**config.mk**
```make
export PLATFORM = sky130hd
export DESIGN_NAME = dual_envelope_transient_detector
export DESIGN_NICKNAME = d
export VERILOG_FILES = /design/src/design/dedt_pkg.sv /design/src/design/dual_envelope_transient_detector.sv
export SDC_FILE = /design/constraint.sdc
export NUM_CORES = 2
export LEC_CHECK = 0
export BUFFER_PORTS_ARGS = -buffer_cell sky130_fd_sc_hd__buf_2
export CAP_MARGIN = 0
export CORE_MARGIN = 4
export CORE_UTILIZATION = 35
export CTS_CLUSTER_DIAMETER = 100
export DETAILED_ROUTE_END_ITERATION = 8
export PLACE_DENSITY_LB_ADDON = 0.05
export SLEW_MARGIN = 40
export SYNTH_ARGS = -nofsm -noshare
export SYNTH_HDL_FRONTEND = slang
export SYNTH_SLANG_ARGS = --single-unit
```
**constraint.sdc**
```tcl
create_clock -name aclk -period 13.4 [get_ports aclk]
set_input_delay 2.01 -clock aclk [delete_from_list [all_inputs] [get_ports aclk]]
set_output_delay 2.01 -clock aclk [all_outputs]
set_load 0.005 [all_outputs]
```
**src/design/dedt_pkg.sv**
```systemverilog
package dedt_pkg;

    // sequencer states
    typedef enum logic [3:0] {
        ST_IDLE,
        ST_NORM,
        ST_LEVEL,
        ST_SETUP,
        ST_DIV,
        ST_MUL,
        ST_APPLY,
        ST_DETECT,
        ST_DONE
    } state_t;

    // envelope served by the shared unit
    typedef enum logic [1:0] {
        TRK_FAST,
        TRK_SLOW,
        TRK_OUT
    } track_t;

    // configuration register indexes
    localparam int CFG_IDX_W = 3;
    localparam logic [CFG_IDX_W-1:0] REG_FAST_ATTACK = 3'd0;
    localparam logic [CFG_IDX_W-1:0] REG_FAST_DECAY  = 3'd1;
    localparam logic [CFG_IDX_W-1:0] REG_SLOW_ATTACK = 3'd2;
    localparam logic [CFG_IDX_W-1:0] REG_SLOW_DECAY  = 3'd3;
    localparam logic [CFG_IDX_W-1:0] REG_THRESHOLD   = 3'd4;
    localparam logic [CFG_IDX_W-1:0] REG_OUT_ATTACK  = 3'd5;
    localparam logic [CFG_IDX_W-1:0] REG_OUT_DECAY   = 3'd6;

    // widths
    localparam int TAU_W   = 24;
    localparam int LEVEL_W = 16;
    localparam int DT_W    = 20;
    localparam int DB_W    = 16;

    // register reset values
    localparam logic [TAU_W-1:0]   RST_FAST_ATTACK = 24'd50000;
    localparam logic [TAU_W-1:0]   RST_FAST_DECAY  = 24'd50000;
    localparam logic [TAU_W-1:0]   RST_SLOW_ATTACK = 24'd300000;
    localparam logic [TAU_W-1:0]   RST_SLOW_DECAY  = 24'd300000;
    localparam logic [LEVEL_W-1:0] RST_THRESHOLD   = 16'd3277;
    localparam logic [TAU_W-1:0]   RST_OUT_ATTACK  = 24'd10000;
    localparam logic [TAU_W-1:0]   RST_OUT_DECAY   = 24'd300000;

    // arithmetic constants
    localparam logic [LEVEL_W-1:0] ONE_Q15   = 16'd32768;
    localparam logic [16:0]        SPAN_Q8   = 17'sd15360;
    // floor(x / 15) = (x * RECIP_15) >> 19 for x below 2^15
    localparam logic [15:0]        RECIP_15  = 16'd34953;
    localparam int                 ALPHA_BITS = 15;

endpackage

```
**src/design/dual_envelope_transient_detector.sv**
```systemverilog
// Dual envelope transient detector.
//
// Input channel s_*: one word per analysis frame (level in dB Q8.8, elapsed time in
// microseconds, analyzer valid flag). Result channel m_*: one word per input word with
// the transient level (Q1.15) and the detect flag. Configuration channel cfg_*: index
// and data, always ready. Registers must be written only while no frame is in flight;
// the block itself does not enforce it.
//
// One shared restoring divider (one quotient bit per cycle) and one shared 17x16
// multiplier serve the fast, slow and output envelopes in turn; the multiplier also
// normalizes the level. Each envelope passes through setup, the divider, a multiply and
// an apply step, but skips the divider when its time constant is zero or already elapsed.
// s_ready is high only in the idle state, so the next frame is not taken before the
// previous result word is registered. The result sits in an output register, so a stalled
// receiver does not stop the next frame from being worked on; only its delivery waits for
// m_ready. Reset (aresetn low, synchronous) restores the register defaults and clears all
// envelopes to zero.
module dual_envelope_transient_detector (
    input  logic                                aclk,
    input  logic                                aresetn,
    // input words
    input  logic                                s_valid,
    output logic                                s_ready,
    input  logic signed [dedt_pkg::DB_W-1:0]    s_level_db,
    input  logic        [dedt_pkg::DT_W-1:0]    s_elapsed_us,
    input  logic                                s_analyzer_valid,
    // result words
    output logic                                m_valid,
    input  logic                                m_ready,
    output logic        [dedt_pkg::LEVEL_W-1:0] m_transient_level,
    output logic                                m_detecting,
    // configuration writes
    input  logic                                cfg_valid,
    output logic                                cfg_ready,
    input  logic        [dedt_pkg::CFG_IDX_W-1:0] cfg_index,
    input  logic        [dedt_pkg::TAU_W-1:0]   cfg_data
);

    localparam int TW = dedt_pkg::TAU_W;
    localparam int LW = dedt_pkg::LEVEL_W;

    dedt_pkg::state_t state_reg, state_next;
    dedt_pkg::track_t trk_reg, trk_next;

    // configuration registers
    logic [TW-1:0] fast_attack_reg, fast_decay_reg, slow_attack_reg, slow_decay_reg;
    logic [TW-1:0] out_attack_reg, out_decay_reg;
    logic [LW-1:0] threshold_reg;

    // frame registers
    logic signed [dedt_pkg::DB_W-1:0] db_reg;
    logic [dedt_pkg::DT_W-1:0]        dt_reg;

    // state and working registers
    logic [LW-1:0] fast_env_reg, fast_env_next;
    logic [LW-1:0] slow_env_reg, slow_env_next;
    logic [LW-1:0] tran_env_reg, tran_env_next;
    logic [LW-1:0] level_reg, level_next;
    logic          det_reg, det_next;
    logic [LW-1:0] alpha_reg, alpha_next;
    logic [TW-1:0] rem_reg, rem_next;
    logic [3:0]    cnt_reg, cnt_next;
    logic [32:0]   prod_reg;

    // output register
    logic          m_valid_reg, m_valid_next;
    logic [LW-1:0] m_level_reg, m_level_next;
    logic          m_det_reg, m_det_next;

    // combinational datapath signals
    logic signed [16:0] s_sum;
    logic        [14:0] norm_x;
    logic        [LW-1:0] cur_env, cur_target, step_val, diff_val, env_new;
    logic        [TW-1:0] cur_tau;
    logic                 tau_full;
    logic        [TW:0]   rem_dbl;
    logic                 rem_ge;
    logic        [16:0]   mul_a;
    logic        [15:0]   mul_b;
    logic        [LW-1:0] env_gap;
    logic                 out_take;

    assign s_ready   = (state_reg == dedt_pkg::ST_IDLE);
    assign cfg_ready = 1'b1;
    assign m_valid           = m_valid_reg;
    assign m_transient_level = m_level_reg;
    assign m_detecting       = m_det_reg;

    assign out_take = !m_valid_reg || m_ready;

    // level normalization terms
    assign s_sum  = 17'(db_reg) + dedt_pkg::SPAN_Q8;
    assign norm_x = {s_sum[13:0], 1'b0};

    // envelope, target and time constant for the current track
    always_comb begin
        case (trk_reg)
            dedt_pkg::TRK_FAST: begin
                cur_env    = fast_env_reg;
                cur_target = level_reg;
                cur_tau    = (level_reg > fast_env_reg) ? fast_attack_reg : fast_decay_reg;
            end
            dedt_pkg::TRK_SLOW: begin
                cur_env    = slow_env_reg;
                cur_target = level_reg;
                cur_tau    = (level_reg > slow_env_reg) ? slow_attack_reg : slow_decay_reg;
            end
            default: begin
                cur_env    = tran_env_reg;
                cur_target = det_reg ? dedt_pkg::ONE_Q15 : '0;
                cur_tau    = det_reg ? out_attack_reg : out_decay_reg;
            end
        endcase
    end

    assign tau_full = (cur_tau == '0) || ({4'b0, dt_reg} >= cur_tau);
    assign diff_val = (cur_target >= cur_env) ? (cur_target - cur_env)
                                              : (cur_env - cur_target);
    assign step_val = prod_reg[30:15];
    assign env_new  = (cur_target >= cur_env) ? (cur_env + step_val)
                                              : (cur_env - step_val);

    // divider step: one quotient bit per cycle
    assign rem_dbl = {rem_reg, 1'b0};
    assign rem_ge  = rem_dbl >= {1'b0, cur_tau};

    // shared multiplier operands
    always_comb begin
        if (state_reg == dedt_pkg::ST_NORM) begin
            mul_a = {2'b0, norm_x};
            mul_b = dedt_pkg::RECIP_15;
        end else begin
            mul_a = {1'b0, diff_val};
            mul_b = alpha_reg;
        end
    end

    assign env_gap = fast_env_reg - slow_env_reg;

    // next state
    always_comb begin
        state_next = state_reg;
        case (state_reg)
            dedt_pkg::ST_IDLE: begin
                if (s_valid) begin
                    state_next = s_analyzer_valid ? dedt_pkg::ST_NORM : dedt_pkg::ST_SETUP;
                end
            end
            dedt_pkg::ST_NORM:  state_next = dedt_pkg::ST_LEVEL;
            dedt_pkg::ST_LEVEL: state_next = dedt_pkg::ST_SETUP;
            dedt_pkg::ST_SETUP: begin
                state_next = tau_full ? dedt_pkg::ST_MUL : dedt_pkg::ST_DIV;
            end
            dedt_pkg::ST_DIV: begin
                if (cnt_reg == 4'(dedt_pkg::ALPHA_BITS - 1)) begin
                    state_next = dedt_pkg::ST_MUL;
                end
            end
            dedt_pkg::ST_MUL: state_next = dedt_pkg::ST_APPLY;
            dedt_pkg::ST_APPLY: begin
                case (trk_reg)
                    dedt_pkg::TRK_FAST: state_next = dedt_pkg::ST_SETUP;
                    dedt_pkg::TRK_SLOW: state_next = dedt_pkg::ST_DETECT;
                    default:            state_next = dedt_pkg::ST_DONE;
                endcase
            end
            dedt_pkg::ST_DETECT: state_next = dedt_pkg::ST_SETUP;
            dedt_pkg::ST_DONE: begin
                if (out_take) begin
                    state_next = dedt_pkg::ST_IDLE;
                end
            end
            default: state_next = dedt_pkg::ST_IDLE;
        endcase
    end

    // datapath updates
    always_comb begin
        trk_next      = trk_reg;
        fast_env_next = fast_env_reg;
        slow_env_next = slow_env_reg;
        tran_env_next = tran_env_reg;
        level_next    = level_reg;
        det_next      = det_reg;
        alpha_next    = alpha_reg;
        rem_next      = rem_reg;
        cnt_next      = cnt_reg;
        m_valid_next  = m_valid_reg;
        m_level_next  = m_level_reg;
        m_det_next    = m_det_reg;

        if (m_valid_reg && m_ready) begin
            m_valid_next = 1'b0;
        end

        case (state_reg)
            dedt_pkg::ST_IDLE: begin
                det_next = 1'b0;
                trk_next = s_analyzer_valid ? dedt_pkg::TRK_FAST : dedt_pkg::TRK_OUT;
            end
            dedt_pkg::ST_LEVEL: begin
                // clamp ends, else 2s + floor(2s / 15)
                if (s_sum <= 17'sd0) begin
                    level_next = '0;
                end else if (s_sum >= dedt_pkg::SPAN_Q8) begin
                    level_next = dedt_pkg::ONE_Q15;
                end else begin
                    level_next = {1'b0, norm_x} + {5'b0, prod_reg[29:19]};
                end
            end
            dedt_pkg::ST_SETUP: begin
                cnt_next = '0;
                if (tau_full) begin
                    alpha_next = dedt_pkg::ONE_Q15;
                end else begin
                    alpha_next = '0;
                    rem_next   = {4'b0, dt_reg};
                end
            end
            dedt_pkg::ST_DIV: begin
                alpha_next = {alpha_reg[LW-2:0], rem_ge};
                rem_next   = rem_ge ? TW'(rem_dbl - {1'b0, cur_tau}) : rem_dbl[TW-1:0];
                cnt_next   = cnt_reg + 4'd1;
            end
            dedt_pkg::ST_APPLY: begin
                case (trk_reg)
                    dedt_pkg::TRK_FAST: begin
                        fast_env_next = env_new;
                        trk_next      = dedt_pkg::TRK_SLOW;
                    end
                    dedt_pkg::TRK_SLOW: slow_env_next = env_new;
                    default:            tran_env_next = env_new;
                endcase
            end
            dedt_pkg::ST_DETECT: begin
                det_next = (fast_env_reg > slow_env_reg) && (env_gap > threshold_reg);
                trk_next = dedt_pkg::TRK_OUT;
            end
            dedt_pkg::ST_DONE: begin
                if (out_take) begin
                    m_valid_next = 1'b1;
                    m_level_next = tran_env_reg;
                    m_det_next   = det_reg;
                end
            end
            default: begin
            end
        endcase
    end

    // registers
    always_ff @(posedge aclk) begin
        if (!aresetn) begin
            state_reg       <= dedt_pkg::ST_IDLE;
            trk_reg         <= dedt_pkg::TRK_FAST;
            fast_attack_reg <= dedt_pkg::RST_FAST_ATTACK;
            fast_decay_reg  <= dedt_pkg::RST_FAST_DECAY;
            slow_attack_reg <= dedt_pkg::RST_SLOW_ATTACK;
            slow_decay_reg  <= dedt_pkg::RST_SLOW_DECAY;
            threshold_reg   <= dedt_pkg::RST_THRESHOLD;
            out_attack_reg  <= dedt_pkg::RST_OUT_ATTACK;
            out_decay_reg   <= dedt_pkg::RST_OUT_DECAY;
            fast_env_reg    <= '0;
            slow_env_reg    <= '0;
            tran_env_reg    <= '0;
            det_reg         <= 1'b0;
            cnt_reg         <= '0;
            m_valid_reg     <= 1'b0;
        end else begin
            state_reg    <= state_next;
            trk_reg      <= trk_next;
            fast_env_reg <= fast_env_next;
            slow_env_reg <= slow_env_next;
            tran_env_reg <= tran_env_next;
            det_reg      <= det_next;
            cnt_reg      <= cnt_next;
            m_valid_reg  <= m_valid_next;
            // configuration word
            if (cfg_valid) begin
                case (cfg_index)
                    dedt_pkg::REG_FAST_ATTACK: fast_attack_reg <= cfg_data;
                    dedt_pkg::REG_FAST_DECAY:  fast_decay_reg  <= cfg_data;
                    dedt_pkg::REG_SLOW_ATTACK: slow_attack_reg <= cfg_data;
                    dedt_pkg::REG_SLOW_DECAY:  slow_decay_reg  <= cfg_data;
                    dedt_pkg::REG_THRESHOLD:   threshold_reg   <= cfg_data[LW-1:0];
                    dedt_pkg::REG_OUT_ATTACK:  out_attack_reg  <= cfg_data;
                    dedt_pkg::REG_OUT_DECAY:   out_decay_reg   <= cfg_data;
                    default: begin
                    end
                endcase
            end
        end
    end

    // payload registers
    always_ff @(posedge aclk) begin
        if (s_valid && s_ready) begin
            db_reg <= s_level_db;
            dt_reg <= s_elapsed_us;
        end
        level_reg   <= level_next;
        alpha_reg   <= alpha_next;
        rem_reg     <= rem_next;
        prod_reg    <= mul_a * mul_b;
        m_level_reg <= m_level_next;
        m_det_reg   <= m_det_next;
    end

endmodule
```
==> impl_metrics.py <==
metrics = {
    "sta": {
        "post-route-period-util": 0.832,
        "fin_ws_ns": 2.25,
        "worst_pin_slew_ns": 0.965,
        "setup-violations-final": 0,
        "final_max_slew_viol_count": 0,
        "skew_ns": 0.0509,
        "hold_violations": 0,
        "clock.fmax_mhz": 89.7,
        "timing.final.crit_period_ns": 11.15,
        "tns_ns": 0,
        "relSlewSlack": 0.356,
        "rsz0062_at_grt": "false",
    },
    "floorplanning": {
        "die_x_um": 297,
        "dieArea_mm2": 0.0882,
        "initial_core_util": 0.355,
        "rows": 105,
        "io_pins": 89,
        "dieHeight_um": 297,
        "core_mm2": 0.0824,
    },
    "global_route": {
        "grt_pass1_wl_um": 156000,
        "track_usage": 0.227,
        "grt_remaining_overflow": 0,
        "grt_antenna_before_repair": 1,
        "grt_max_degree": 85,
        "grt_pass1_vias": 25200,
    },
    "critical_path": {
        "r2r_cells": 37,
        "reg2reg_slack_ns": 2.25,
        "cp_max_fo": 37,
        "reg2reg_to": "prod_reg[30]",
        "required_ns": 13.85,
        "cp.arrival_ns": 11.60,
        "path_class": "flip-flop to flip-flop",
        "cp_common_cell": "fa_1",
        "cp-endpoint": "prod_reg[30]",
        "r2r-start": "trk_reg[1]",
        "startpoint": "trk_reg[1]",
        "cp-start-kind": "flip-flop",
        "critPathCaptureType": "flip-flop",
        "cpPeakStageDelay_ns": 0.80,
        "slowest_stage": "dfxtp_2",
    },
    "layout": {
        "num-nets-final": 3972,
        "area_delta_synth_final_pct": 11.2,
        "multi_input_area_mm2": 0.0194,
        "drive_gt1_frac": 0.0833,
        "register_area_mm2": 0.00800,
        "fill_cells": 8289,
    },
    "drt": {
        "viasPerCell": 5.36,
        "ant_nets": 0,
        "wl_um": 102000,
        "drc_errors": 0,
        "vias": 24400,
        "drtPass1Iterations": 7,
        "drtIter0Drc": 1671,
        "wl_per_cell_um": 22.3,
    },
    "clocking": {
        "cts-root-buf": "clkbuf_16",
        "clkSinkCount": 345,
        "post_cts_resized": 0,
        "cts_buffer_depth": 3,
        "cts_max_level": 2,
        "clock_latency_ns": 0.61,
        "cts_buffers": 46,
        "path_clk_slew_ns": 0.06,
        "post_cts_buffers": 0,
        "cts_tree": "yes",
        "postCtsHoldBufs": 0,
    },
    "logic_synthesis": {
        "syn_nets": 3941,
        "yosysUniqueCellTypes": 87,
        "synth_area_mm2": 0.0292,
        "ys.flop_type": "dfxtp_1",
        "syn_inst": 3411,
        "yosysSeqAreaShare": 0.274,
        "synth_seq_cells": 345,
        "synth-edff-count": 109,
        "async_reset_ff_frac": 0,
        "synth.avg_cell_area_um2": 8.56,
        "ys_warn_count": 0,
    },
    "min_path": {
        "hold_path.class": "flip-flop to flip-flop",
    },
    "placement": {
        "dpl.hpwl_um": 75900,
        "numPortBuffers": 87,
        "globalplace.congestion": 0.899,
        "pre_cts_ws_ns": 2.17,
    },
    "run": {
        "drv_cap": 0,
    },
    "outcome": {
        "status": "complete, no violations",
    },
}
[stage by stage]
stage / cells / hold WS (ns) / area, um^2 / util
global placement: 4463 / 0.446 / 30800 / 0.374
global route: 4551 / 0.482 / 32500 / 0.394
finish: 4551 / 0.461 / 32500 / 0.394
floorplan: 3411 / 0.406 / 29200 / -
CTS: 4550 / 0.465 / 32500 / 0.394
detailed placement: 4464 / 0.454 / 30900 / 0.375
[how the worst min path moves through the flow]
stage                                  start                  to  slack [ns]  cells after the start
final                     slow_attack_reg[0]  slow_attack_reg[0]        0.46                      2
after global routing      fast_decay_reg[23]  fast_decay_reg[23]        0.48                      2
after CTS                 slow_attack_reg[0]  slow_attack_reg[0]        0.47                      2
after detailed placement  slow_attack_reg[8]  slow_attack_reg[8]        0.45                      2
after global placement     slow_decay_reg[6]   slow_decay_reg[6]        0.45                      2
after floorplan                      det_reg         m_detecting        0.41                      0
[cells by family after synthesis]
group,Yosys count,synth area share
buffers and inverters,509,0.0672
other,1,0.000128
AOI/OAI and AO/OA,683,0.157
and+or+nand+nor,1215,0.190
adders and majority gates,461,0.248
muxes,102,0.0357
DFF,345,0.274
xor gates and xnor gates,95,0.0285
[synthesized netlist by cell type, drive strengths merged (6+ instances only)]
| master | count | share of area |
|---|---|---|
| a2111oi | 7 | 0.0025 |
| a211oi | 14 | 0.0038 |
| a21boi | 137 | 0.035 |
| a21o | 67 | 0.017 |
| a21oi | 182 | 0.031 |
| a221o | 6 | 0.0021 |
| a221oi | 9 | 0.0033 |
| a22oi | 12 | 0.0031 |
| a31o | 7 | 0.0021 |
| a31oi | 27 | 0.0063 |
| and2 | 89 | 0.019 |
| and3 | 41 | 0.0090 |
| buf | 28 | 0.0054 |
| clkbuf | 135 | 0.017 |
| dfxtp | 236 | 0.16 |
| edfxtp | 109 | 0.11 |
| fa | 198 | 0.14 |
| ha | 263 | 0.11 |
| inv | 346 | 0.044 |
| mux2 | 17 | 0.0066 |
| mux2i | 85 | 0.029 |
| nand2 | 608 | 0.078 |
| nand2b | 24 | 0.0051 |
| nand3 | 106 | 0.018 |
| nand4 | 37 | 0.0079 |
| nor2 | 175 | 0.022 |
| nor2b | 40 | 0.0086 |
| nor3 | 35 | 0.0060 |
| nor4 | 17 | 0.0036 |
| o211a | 6 | 0.0021 |
| o211ai | 9 | 0.0023 |
| o21a | 22 | 0.0057 |
| o21ai | 103 | 0.018 |
| o21bai | 19 | 0.0049 |
| o221ai | 6 | 0.0020 |
| o31ai | 11 | 0.0036 |
| o41ai | 7 | 0.0021 |
| or2 | 7 | 0.0015 |
| or3 | 8 | 0.0017 |
| or4 | 6 | 0.0015 |
| xnor2 | 74 | 0.022 |
| xor2 | 21 | 0.0063 |
[area by class of cell]
type,instances,area share
tap,1070,0.0412
timing repair buffer,146,0.0272
antenna,1,0.0000771
sequential,345,0.246
inverter,346,0.0400
clock inverter,18,0.00670
clock buffer,68,0.0420
multi-input combinational,2557,0.596
[cell usage in the layout, fill, tap and decap left out, types with 59 or more instances in the layout]
cell	count
fa_1	198
edfxtp_1	109
nor2_1	171
and2_1	85
buf_2	86
inv_1	344
a21boi_0	137
nand3_1	106
nand2_1	606
dfxtp_1	233
a21o_1	67
mux2i_1	85
buf_4	59
a21oi_1	180
xnor2_1	74
o21ai_0	97
ha_1	263
[critical path: cells and delay by family, from the launching register on]
family	cells	cell delay, ns
xor gates and xnor gates	2	0.42
AOI/OAI and AO/OA	14	3.50
adders and majority gates	8	3.65
buffers and inverters	6	1.10
and+or+nand+nor	7	1.46
DFF	1	0.80
[layer usage]
layer	up-vias	GRT usage	part of all wire
li1	11600	-	-
met1	12100	0.331	0.49
met2	617	0.360	0.44
met3	117	0.0292	0.049
met4	0	0.0500	0.021
met5	-	0	0
Power is left out: the tool's default activity adds up to more than one toggle a clock period on the data nets, which glitch-free logic cannot reach.
